`src/rtl/ims_pkg.sv`:
```
// Package for the I2C master bit sequencer.
// Holds command codes, wait kinds, register indexes and the sequencer state type.
// No dependencies.
package ims_pkg;

    localparam int CFG_IDX_W  = 8;
    localparam int TICK_W     = 16;
    localparam int PHASE_W    = 5;
    localparam int BITCNT_W   = 4;
    localparam int BYTE_W     = 8;

    localparam logic [CFG_IDX_W-1:0] REG_SHORT_TICKS = CFG_IDX_W'(0);
    localparam logic [CFG_IDX_W-1:0] REG_LONG_TICKS  = CFG_IDX_W'(1);

    localparam logic [TICK_W-1:0] SHORT_TICKS_RST = TICK_W'(100);
    localparam logic [TICK_W-1:0] LONG_TICKS_RST  = TICK_W'(1000);

    localparam logic [BITCNT_W-1:0] BITS_PER_BYTE = BITCNT_W'(8);

    typedef enum logic [2:0] {
        CMD_NONE  = 3'd0,
        CMD_START = 3'd1,
        CMD_STOP  = 3'd2,
        CMD_WRITE = 3'd3,
        CMD_READ  = 3'd4,
        CMD_CHECK = 3'd5,
        CMD_ACK   = 3'd6,
        CMD_NACK  = 3'd7
    } cmd_t;

    typedef enum logic [1:0] {
        WAIT_NONE  = 2'd0,
        WAIT_SHORT = 2'd1,
        WAIT_LONG  = 2'd2
    } wait_kind_t;

    typedef struct packed {
        cmd_t                  cmd;
        logic [PHASE_W-1:0]    phase;
        logic [TICK_W-1:0]     wait_cnt;
        logic [BYTE_W-1:0]     shift;
        logic [BITCNT_W-1:0]   bit_cnt;
        logic                  scl;
        logic                  sda;
        logic                  dir;
        logic                  ack;
        logic [BYTE_W-1:0]     held_read;
    } seq_state_t;

    // idle, both lines high, SDA driven
    localparam seq_state_t SEQ_STATE_RST = '{
        cmd:       CMD_NONE,
        phase:     '0,
        wait_cnt:  '0,
        shift:     '0,
        bit_cnt:   '0,
        scl:       1'b1,
        sda:       1'b1,
        dir:       1'b1,
        ack:       1'b0,
        held_read: '0
    };

endpackage

```
`src/rtl/ims_if.sv`:
```
// Handshake interfaces for the I2C master bit sequencer: tick words in,
// result words out, configuration writes. Depends on ims_pkg.
interface ims_in_if;
    import ims_pkg::*;
    logic               valid;
    logic               ready;
    logic [2:0]         op;
    logic [BYTE_W-1:0]  write_byte;
    logic               sda_level;
    modport source (output valid, op, write_byte, sda_level, input ready);
    modport sink   (input valid, op, write_byte, sda_level, output ready);
endinterface

interface ims_out_if;
    import ims_pkg::*;
    logic               valid;
    logic               ready;
    logic               scl_level;
    logic               sda_drive;
    logic               sda_output_enable;
    logic               busy_res;
    logic               done_res;
    logic [BYTE_W-1:0]  read_data;
    logic               ack_seen;
    modport source (output valid, scl_level, sda_drive, sda_output_enable, busy_res,
                    done_res, read_data, ack_seen, input ready);
    modport sink   (input valid, scl_level, sda_drive, sda_output_enable, busy_res,
                    done_res, read_data, ack_seen, output ready);
endinterface

interface ims_cfg_if;
    import ims_pkg::*;
    logic                  valid;
    logic                  ready;
    logic [CFG_IDX_W-1:0]  index;
    logic [TICK_W-1:0]     data;
    modport source (output valid, index, data, input ready);
    modport sink   (input valid, index, data, output ready);
endinterface

```
`src/rtl/i2c_master_bit_sequencer_top.sv`:
```
// A result word appears in the cycle after its tick word is accepted.
// One tick word per cycle unless a result word stalls; next-state logic is
// a single pass between sequencer state registers and the result register.
// Reset (rst_n low, asynchronous): no command, SCL and SDA high, SDA driven,
// wait lengths 100 and 1000 ticks, result register empty.
module i2c_master_bit_sequencer_top (
    input  logic  clk,
    input  logic  rst_n,
    ims_in_if.sink    req,
    ims_out_if.source rsp,
    ims_cfg_if.sink   cfg
);
    import ims_pkg::*;

    seq_state_t           state_reg;
    seq_state_t           state_next;
    logic                 done_next;
    logic [TICK_W-1:0]    short_ticks_reg;
    logic [TICK_W-1:0]    long_ticks_reg;
    logic                 rsp_valid_reg;
    logic                 accept;

    ims_step u_step (
        .cur         (state_reg),
        .op          (req.op),
        .write_byte  (req.write_byte),
        .sda_level   (req.sda_level),
        .short_ticks (short_ticks_reg),
        .long_ticks  (long_ticks_reg),
        .nxt         (state_next),
        .done        (done_next)
    );

    assign req.ready = ~rsp_valid_reg | rsp.ready;
    assign accept    = req.valid & req.ready;
    assign cfg.ready = 1'b1;
    assign rsp.valid = rsp_valid_reg;

    always_ff @(posedge clk or negedge rst_n)
    begin
        if (!rst_n)
        begin
            short_ticks_reg <= SHORT_TICKS_RST;
            long_ticks_reg  <= LONG_TICKS_RST;
        end
        else if (cfg.valid)
        begin
            if (cfg.index == REG_SHORT_TICKS)
                short_ticks_reg <= cfg.data;
            else if (cfg.index == REG_LONG_TICKS)
                long_ticks_reg <= cfg.data;
        end
    end

    always_ff @(posedge clk or negedge rst_n)
    begin
        if (!rst_n)
        begin
            state_reg     <= SEQ_STATE_RST;
            rsp_valid_reg <= 1'b0;
        end
        else
        begin
            if (accept)
                state_reg <= state_next;
            if (accept)
                rsp_valid_reg <= 1'b1;
            else if (rsp.ready)
                rsp_valid_reg <= 1'b0;
        end
    end

    // result word; payload only, no reset
    always_ff @(posedge clk)
    begin
        if (accept)
        begin
            rsp.scl_level         <= state_next.scl;
            rsp.sda_drive         <= state_next.sda;
            rsp.sda_output_enable <= state_next.dir;
            rsp.busy_res          <= (state_next.cmd != CMD_NONE);
            rsp.done_res          <= done_next;
            rsp.read_data         <= state_next.held_read;
            rsp.ack_seen          <= state_next.ack;
        end
    end

endmodule

```
`src/rtl/ims_step.sv`:
```
// Next-state logic of the I2C master bit sequencer for one tick.
// Runs the pin actions of the active command up to its next wait.
// Depends on ims_pkg.
module ims_step (
    input  ims_pkg::seq_state_t        cur,
    input  logic [2:0]                 op,
    input  logic [ims_pkg::BYTE_W-1:0] write_byte,
    input  logic                       sda_level,
    input  logic [ims_pkg::TICK_W-1:0] short_ticks,
    input  logic [ims_pkg::TICK_W-1:0] long_ticks,
    output ims_pkg::seq_state_t        nxt,
    output logic                       done
);
    import ims_pkg::*;

    always_comb
    begin
        logic                 run;
        logic [PHASE_W-1:0]   p;
        logic [TICK_W-1:0]    cnt;
        logic [TICK_W-1:0]    len;
        wait_kind_t           kind;

        nxt  = cur;
        run  = 1'b0;
        kind = WAIT_NONE;
        cnt  = cur.wait_cnt;
        len  = short_ticks;
        p    = cur.phase;
        done = 1'b0;

        if (cur.cmd == CMD_NONE)
        begin
            if (op != CMD_NONE)
            begin
                nxt.cmd   = cmd_t'(op);
                nxt.phase = '0;
                if (cmd_t'(op) == CMD_WRITE)
                    nxt.shift = write_byte;
                run = 1'b1;
            end
        end
        else
        begin
            if (cnt != '0)
                cnt = cnt - TICK_W'(1);
            nxt.wait_cnt = cnt;
            if (cnt == '0)
                run = 1'b1;
        end

        if (run)
        begin
            p         = nxt.phase;
            nxt.phase = p + PHASE_W'(1);
            unique case (nxt.cmd)
                CMD_START:
                begin
                    if (p == PHASE_W'(0))
                    begin
                        nxt.sda = 1'b1; nxt.scl = 1'b1; kind = WAIT_LONG;
                    end
                    else if (p == PHASE_W'(1))
                    begin
                        nxt.sda = 1'b0; kind = WAIT_SHORT;
                    end
                    else if (p == PHASE_W'(2))
                    begin
                        nxt.scl = 1'b0; kind = WAIT_SHORT;
                    end
                end
                CMD_STOP:
                begin
                    if (p == PHASE_W'(0))
                    begin
                        nxt.dir = 1'b1; nxt.sda = 1'b0; nxt.scl = 1'b0; kind = WAIT_SHORT;
                    end
                    else if (p == PHASE_W'(1))
                    begin
                        nxt.scl = 1'b1; kind = WAIT_SHORT;
                    end
                    else if (p == PHASE_W'(2))
                    begin
                        nxt.sda = 1'b1; kind = WAIT_SHORT;
                    end
                end
                CMD_WRITE:
                begin
                    if (p == PHASE_W'(0))
                    begin
                        nxt.dir = 1'b1; nxt.bit_cnt = '0; kind = WAIT_SHORT;
                    end
                    else if (p == PHASE_W'(1))
                    begin
                        nxt.sda = nxt.shift[BYTE_W-1]; kind = WAIT_SHORT;
                    end
                    else if (p == PHASE_W'(2))
                    begin
                        nxt.scl = 1'b1; kind = WAIT_SHORT;
                    end
                    else if (p == PHASE_W'(3))
                    begin
                        nxt.scl = 1'b0; kind = WAIT_SHORT;
                    end
                    else if (p == PHASE_W'(4))
                    begin
                        nxt.shift   = {nxt.shift[BYTE_W-2:0], 1'b0};
                        nxt.bit_cnt = nxt.bit_cnt + BITCNT_W'(1);
                        if (nxt.bit_cnt < BITS_PER_BYTE)
                        begin
                            // next bit goes straight onto SDA
                            nxt.phase = PHASE_W'(2);
                            nxt.sda   = nxt.shift[BYTE_W-1];
                            kind      = WAIT_SHORT;
                        end
                        else
                            nxt.sda = 1'b1;
                    end
                end
                CMD_READ:
                begin
                    if (p == PHASE_W'(0))
                    begin
                        nxt.scl = 1'b0; nxt.sda = 1'b1; nxt.dir = 1'b0;
                        nxt.bit_cnt = '0; nxt.shift = '0;
                        kind = WAIT_SHORT;
                    end
                    else if (p == PHASE_W'(1))
                    begin
                        nxt.scl = 1'b1; kind = WAIT_SHORT;
                    end
                    else if (p == PHASE_W'(2))
                    begin
                        nxt.shift   = {nxt.shift[BYTE_W-2:0], sda_level};
                        nxt.scl     = 1'b0;
                        nxt.bit_cnt = nxt.bit_cnt + BITCNT_W'(1);
                        if (nxt.bit_cnt < BITS_PER_BYTE)
                        begin
                            nxt.phase = PHASE_W'(1);
                            kind      = WAIT_SHORT;
                        end
                        else
                        begin
                            nxt.dir       = 1'b1;
                            nxt.held_read = nxt.shift;
                        end
                    end
                end
                CMD_CHECK:
                begin
                    if (p == PHASE_W'(0))
                    begin
                        nxt.sda = 1'b1; nxt.dir = 1'b0; kind = WAIT_LONG;
                    end
                    else if (p == PHASE_W'(1))
                    begin
                        nxt.scl = 1'b1; kind = WAIT_LONG;
                    end
                    else if (p == PHASE_W'(2))
                    begin
                        nxt.ack = ~sda_level; nxt.scl = 1'b0; kind = WAIT_SHORT;
                    end
                    else
                    begin
                        nxt.dir = 1'b1; nxt.sda = 1'b1;
                    end
                end
                CMD_ACK:
                begin
                    if (p == PHASE_W'(0))
                    begin
                        nxt.dir = 1'b1; nxt.sda = 1'b0; kind = WAIT_SHORT;
                    end
                    else if (p == PHASE_W'(1))
                    begin
                        nxt.scl = 1'b1; kind = WAIT_SHORT;
                    end
                    else if (p == PHASE_W'(2))
                    begin
                        nxt.scl = 1'b0; nxt.sda = 1'b1; nxt.dir = 1'b0; kind = WAIT_SHORT;
                    end
                end
                CMD_NACK:
                begin
                    if (p == PHASE_W'(0))
                    begin
                        nxt.dir = 1'b1; nxt.sda = 1'b1; nxt.scl = 1'b1; kind = WAIT_SHORT;
                    end
                    else if (p == PHASE_W'(1))
                    begin
                        nxt.scl = 1'b0; kind = WAIT_SHORT;
                    end
                    else if (p == PHASE_W'(2))
                    begin
                        nxt.sda = 1'b1; kind = WAIT_SHORT;
                    end
                    else
                        nxt.dir = 1'b0;
                end
                default:
                    kind = WAIT_NONE;
            endcase

            if (kind == WAIT_LONG)
                len = long_ticks;
            if (kind == WAIT_NONE)
            begin
                done         = 1'b1;
                nxt.cmd      = CMD_NONE;
                nxt.phase    = '0;
                nxt.wait_cnt = '0;
            end
            else
                nxt.wait_cnt = (len == '0) ? TICK_W'(1) : len;
        end
    end

endmodule

```
`src/flat_wrapper.sv`:
```
// flat-port wrapper written by rule: the top's interface ports become plain ports
module i2c_master_bit_sequencer_top_flat import ims_pkg::*;
  (clk, rst_n, req_valid, req_op, req_write_byte, req_sda_level, req_ready, rsp_valid, rsp_scl_level, rsp_sda_drive, rsp_sda_output_enable, rsp_busy_res, rsp_done_res, rsp_read_data, rsp_ack_seen, rsp_ready, cfg_valid, cfg_index, cfg_data, cfg_ready);
  ims_in_if req_i ();
  ims_out_if rsp_i ();
  ims_cfg_if cfg_i ();
  input  logic clk;
  input  logic rst_n;
  input wire logic [$bits(req_i.valid)-1:0] req_valid;
  input wire logic [$bits(req_i.op)-1:0] req_op;
  input wire logic [$bits(req_i.write_byte)-1:0] req_write_byte;
  input wire logic [$bits(req_i.sda_level)-1:0] req_sda_level;
  output wire logic [$bits(req_i.ready)-1:0] req_ready;
  output wire logic [$bits(rsp_i.valid)-1:0] rsp_valid;
  output wire logic [$bits(rsp_i.scl_level)-1:0] rsp_scl_level;
  output wire logic [$bits(rsp_i.sda_drive)-1:0] rsp_sda_drive;
  output wire logic [$bits(rsp_i.sda_output_enable)-1:0] rsp_sda_output_enable;
  output wire logic [$bits(rsp_i.busy_res)-1:0] rsp_busy_res;
  output wire logic [$bits(rsp_i.done_res)-1:0] rsp_done_res;
  output wire logic [$bits(rsp_i.read_data)-1:0] rsp_read_data;
  output wire logic [$bits(rsp_i.ack_seen)-1:0] rsp_ack_seen;
  input wire logic [$bits(rsp_i.ready)-1:0] rsp_ready;
  input wire logic [$bits(cfg_i.valid)-1:0] cfg_valid;
  input wire logic [$bits(cfg_i.index)-1:0] cfg_index;
  input wire logic [$bits(cfg_i.data)-1:0] cfg_data;
  output wire logic [$bits(cfg_i.ready)-1:0] cfg_ready;
  assign req_i.valid = req_valid;
  assign req_i.op = req_op;
  assign req_i.write_byte = req_write_byte;
  assign req_i.sda_level = req_sda_level;
  assign req_ready = req_i.ready;
  assign rsp_valid = rsp_i.valid;
  assign rsp_scl_level = rsp_i.scl_level;
  assign rsp_sda_drive = rsp_i.sda_drive;
  assign rsp_sda_output_enable = rsp_i.sda_output_enable;
  assign rsp_busy_res = rsp_i.busy_res;
  assign rsp_done_res = rsp_i.done_res;
  assign rsp_read_data = rsp_i.read_data;
  assign rsp_ack_seen = rsp_i.ack_seen;
  assign rsp_i.ready = rsp_ready;
  assign cfg_i.valid = cfg_valid;
  assign cfg_i.index = cfg_index;
  assign cfg_i.data = cfg_data;
  assign cfg_ready = cfg_i.ready;
  i2c_master_bit_sequencer_top u_core (.clk(clk), .rst_n(rst_n), .req(req_i), .rsp(rsp_i), .cfg(cfg_i));
endmodule
```
`config.mk`:
```
export PLATFORM = sky130hd
export DESIGN_NAME = i2c_master_bit_sequencer_top_flat
export DESIGN_NICKNAME = d
export VERILOG_FILES = /design/src/rtl/ims_pkg.sv /design/src/rtl/ims_if.sv /design/src/rtl/i2c_master_bit_sequencer_top.sv /design/src/rtl/ims_step.sv /design/src/flat_wrapper.sv
export SDC_FILE = /design/constraint.sdc
export NUM_CORES = 1
export LEC_CHECK = 0
export BUFFER_PORTS_ARGS = -buffer_cell sky130_fd_sc_hd__buf_2
export CAP_MARGIN = 20
export CORE_MARGIN = 2
export CORE_UTILIZATION = 50
export CTS_CLUSTER_DIAMETER = 120
export DETAILED_ROUTE_END_ITERATION = 8
export PLACE_DENSITY = 0.69
export SLEW_MARGIN = 15
export SYNTH_ARGS = -nofsm -noshare
export SYNTH_HDL_FRONTEND = slang
export SYNTH_SLANG_ARGS = --single-unit
```
`constraint.sdc`:
```
create_clock -name clk -period 9.05 [get_ports clk]
set_input_delay 0.905 -clock clk [delete_from_list [all_inputs] [get_ports clk]]
set_output_delay 0.905 -clock clk [all_outputs]
set_load 0.02 [all_outputs]
```
==> run summary <==
Post-synth top area share: 30.1%
Max reg flops: 48
Hold Vio Cnt, Final: 0
Total grt overflow: 0
Period utilization: 49.1%
Final net count: 658
Fmax: 0.225 GHz
Worst Skew: 0.0105 ns
Worst path arrival time: 4.55 ns
CTS tree: built
Crit start category: register
Die area: 12400 um^2
Cells after Synth: 568
Power per cell area: 247 nW/um^2
Hold buffer count at CTS: 0
Part of the power in registers: 38.2%
Worst r2r src: u_core.state_reg[24]$_DFFE_PN0P_
Post-route minimum period: 4.45 ns
Synth Register Bits: 95
Combinational group share of total power: 37.4%
Die Width: 111 um
Primary FF master, synth: dfrtp_1
# rows: 39
Global-route wire length before repair: 23900 um
Synth cell types: 75
Critical Path, Cell by Cell: inv_1 > ha_1 > or4b_1 > nor4_2 > nor4_1 > a2111oi_4 > a31oi_4 > buf_4 > nor2_2 > mux2_2
CTS root buf: clkbuf_16
Register Area: 2460 um^2
Avg WL per Cell: 19.2 um
Clk buf depth: 2
Tot Pwr: 1590 uW
Largest net degree at the start of global routing: 82
Port Buf Inserts: 56
Internal: 948 uW
PostCTS Resize Cnt: 0
I/O pins: 58
Clock-pin slew on the worst setup and hold paths: 0.07 ns
Total setup buffers inserted after CTS: 0
Drt pass-1 iters: 5
Worst skew pair latency: 0.35 ns
CTS buffer count: 9
Fillers: 997
Syn-to-layout area delta: 11.7%
Flop-to-flop setup slack: 4.60 ns
Layout cells sized above 1: 27.6%
Synth async-reset ratio: 85.3%
Vias per cell: 6.50
Ranking of synthesized cells by area: dfrtp_1, mux2_2, edfxtp_1
Kind of critical path: reg -> reg
Most common cell in the netlist: dfrtp_1
Worst Setup SP: u_core.state_reg[24]$_DFFE_PN0P_
Routed Antenna Nets: 0
Finished Layout Cells: 759
Synth cell count leaders: dfrtp_1, mux2_2, nand2_1
Worst path bufs/invs: 2
Clock Sinks: 95
Worst EP required: 9.15 ns
Diodes inserted: 0
Overall routing resource usage: 23.9%
Crit-path leading delay family: simple AND/OR/NAND/NOR gates
Switching Power: 639 uW
Setup violations, final: 0
RSZ-0062 raised after global routing: false
Post-Route WL: 14600 um
Leak Pwr: 0.00272 uW
Multi-input logic area: 3090 um^2
Post-synthesis sequential area ratio: 42.9%
Vias: 4933
Die height: 111 um
Clk pwr share: 24.4%
Syn_nets: 615
Slowest-stage cell, CP: nor4_2
Net Sw Frac: 40.3%
Cell Area, Synth: 5740 um^2
Initial drt markers: 426
Placer's final routability congestion estimate: 0.930
Placed cell count: 742
Initial antenna violation count: 0
Number of synthesized flops with an enable pin: 14
Worst hold path class: reg -> reg
Crit end category: register
Core area: 11300 um^2
Initial Utilization: 50.7%
H-Tree Depth: 3
Peak fanout along the critical path: 19
DRC violations left: 0
Stages on the worst setup path: 10
Peak supply drop: 0.162 mV
Hold Startpoint: u_core.state_reg[5]$_DFFE_PN0P_
Mean Syn Cell Area: 10.1 um^2
Setup tns final: 0 ns
Max_cap viols: 0
Worst Max-Slew Pin Slew: 0.938 ns
Vias in the first global route: 4717
Biggest area consumer among synthesized cells: dfrtp_1
Max-Slew Margin vs Limit: 35.8%
Fin. max-slew vios: 0
End of the critical path: u_core.rsp.read_data[2]$_DFFE_PP_
Status: complete, no violations
Syn. warnings: 0
Reg2reg path depth: 10
DPL Wire Length: 10300 um
Worst reg2reg endpoint: u_core.rsp.read_data[2]$_DFFE_PP_
Crit-path max cell delay: 0.67 ns
==> kinds of logic after synthesis <==
| family | synth area share [%] |
|---|---|
| compound gates | 17.4 |
| xor+xnor | 0.458 |
| fa+ha+maj | 1.31 |
| buf+inv | 3.29 |
| flops | 42.9 |
| mux | 16.7 |
| other cells | 0.0653 |
| simple gates | 17.9 |
==> metrics by stage <==
step	hold slack, ns	setup WS (ns)	utilization (%)	instance area (um^2)
final	0.508	4.60	56.7	6410
after detailed placement	0.493	4.50	53.9	6100
after global routing	0.525	4.38	56.7	6410
after floorplan	0.465	5.02	-	5740
after global placement	0.486	4.67	53.9	6100
after CTS	0.509	4.67	56.6	6410
==> routing by layer <==
layer	share of wire, %	up-vias	routed length [um]	global-route usage [%]
met5	0	-	0	0
met4	2.2	0	318	7.98
met3	8.1	32	1190	5.03
met1	45	2394	6500	33.7
li1	-	2265	-	-
met2	45	242	6570	37.0
==> worst register-to-register path, stage by stage, from the launching register on <==
cell	delay (ns)
dfrtp_1	0.48
inv_1	0.14
ha_1	0.27
or4b_1	0.67
nor4_2	0.67
nor4_1	0.20
a2111oi_4	0.42
a31oi_4	0.29
buf_4	0.30
nor2_2	0.37
mux2_2	0.38
==> cell type report <==
class	count	area share, %
multi-input cells	429	48.2
flip-flops and latches	95	38.4
repair buffers	62	5.13
clock buffers	12	4.17
well taps	143	2.79
inverters	14	0.819
clock inverters	4	0.546
==> power by group through the flow <==
stage	registers [uW]	logic, uW	clock network (uW)
3_5_place_dp	608	572	0
5_1_grt	616	652	408
4_1_cts	601	577	392
6_report	605	594	387
2_1_floorplan	570	459	0
3_3_place_gp	603	567	0
==> cells in the final DEF (no fill, tap or decap), types with 4 or more instances in the layout <==
cell type   n
nand2_1    37
nand2b_1    8
nor4_1     17
or2_2       6
nor3b_1     5
a22oi_1     4
o31ai_1     4
a31oi_1     9
o21ai_0    33
o22ai_1     9
buf_4       5
a21oi_1    25
mux2i_1    26
or3_1      13
ha_1        6
buf_2      56
edfxtp_1   14
clkbuf_16  10
nand4_1     6
nor3_1     11
a211oi_1    5
nand3b_1    4
nand3_1    17
o221ai_1    7
dfstp_2    12
o211ai_1    7
inv_1      14
or4_1       7
o311ai_0    5
mux2_2     62
and2_1      4
o21ai_1     4
nor2_1     36
dfrtp_1    69
==> worst min-delay path by stage <==
stage                                  endpoint  slack (ns)  cells after the start
2_1_floorplan  u_core.state_reg[41]$_DFFE_PN0P_        0.47                      2
3_3_place_gp    u_core.state_reg[1]$_DFFE_PN0P_        0.49                      1
3_5_place_dp    u_core.state_reg[5]$_DFFE_PN0P_        0.49                      1
4_1_cts         u_core.state_reg[5]$_DFFE_PN0P_        0.51                      1
5_1_grt         u_core.state_reg[7]$_DFFE_PN0P_        0.53                      1
6_report        u_core.state_reg[5]$_DFFE_PN0P_        0.51                      1
(Power assumes the default switching activity.)
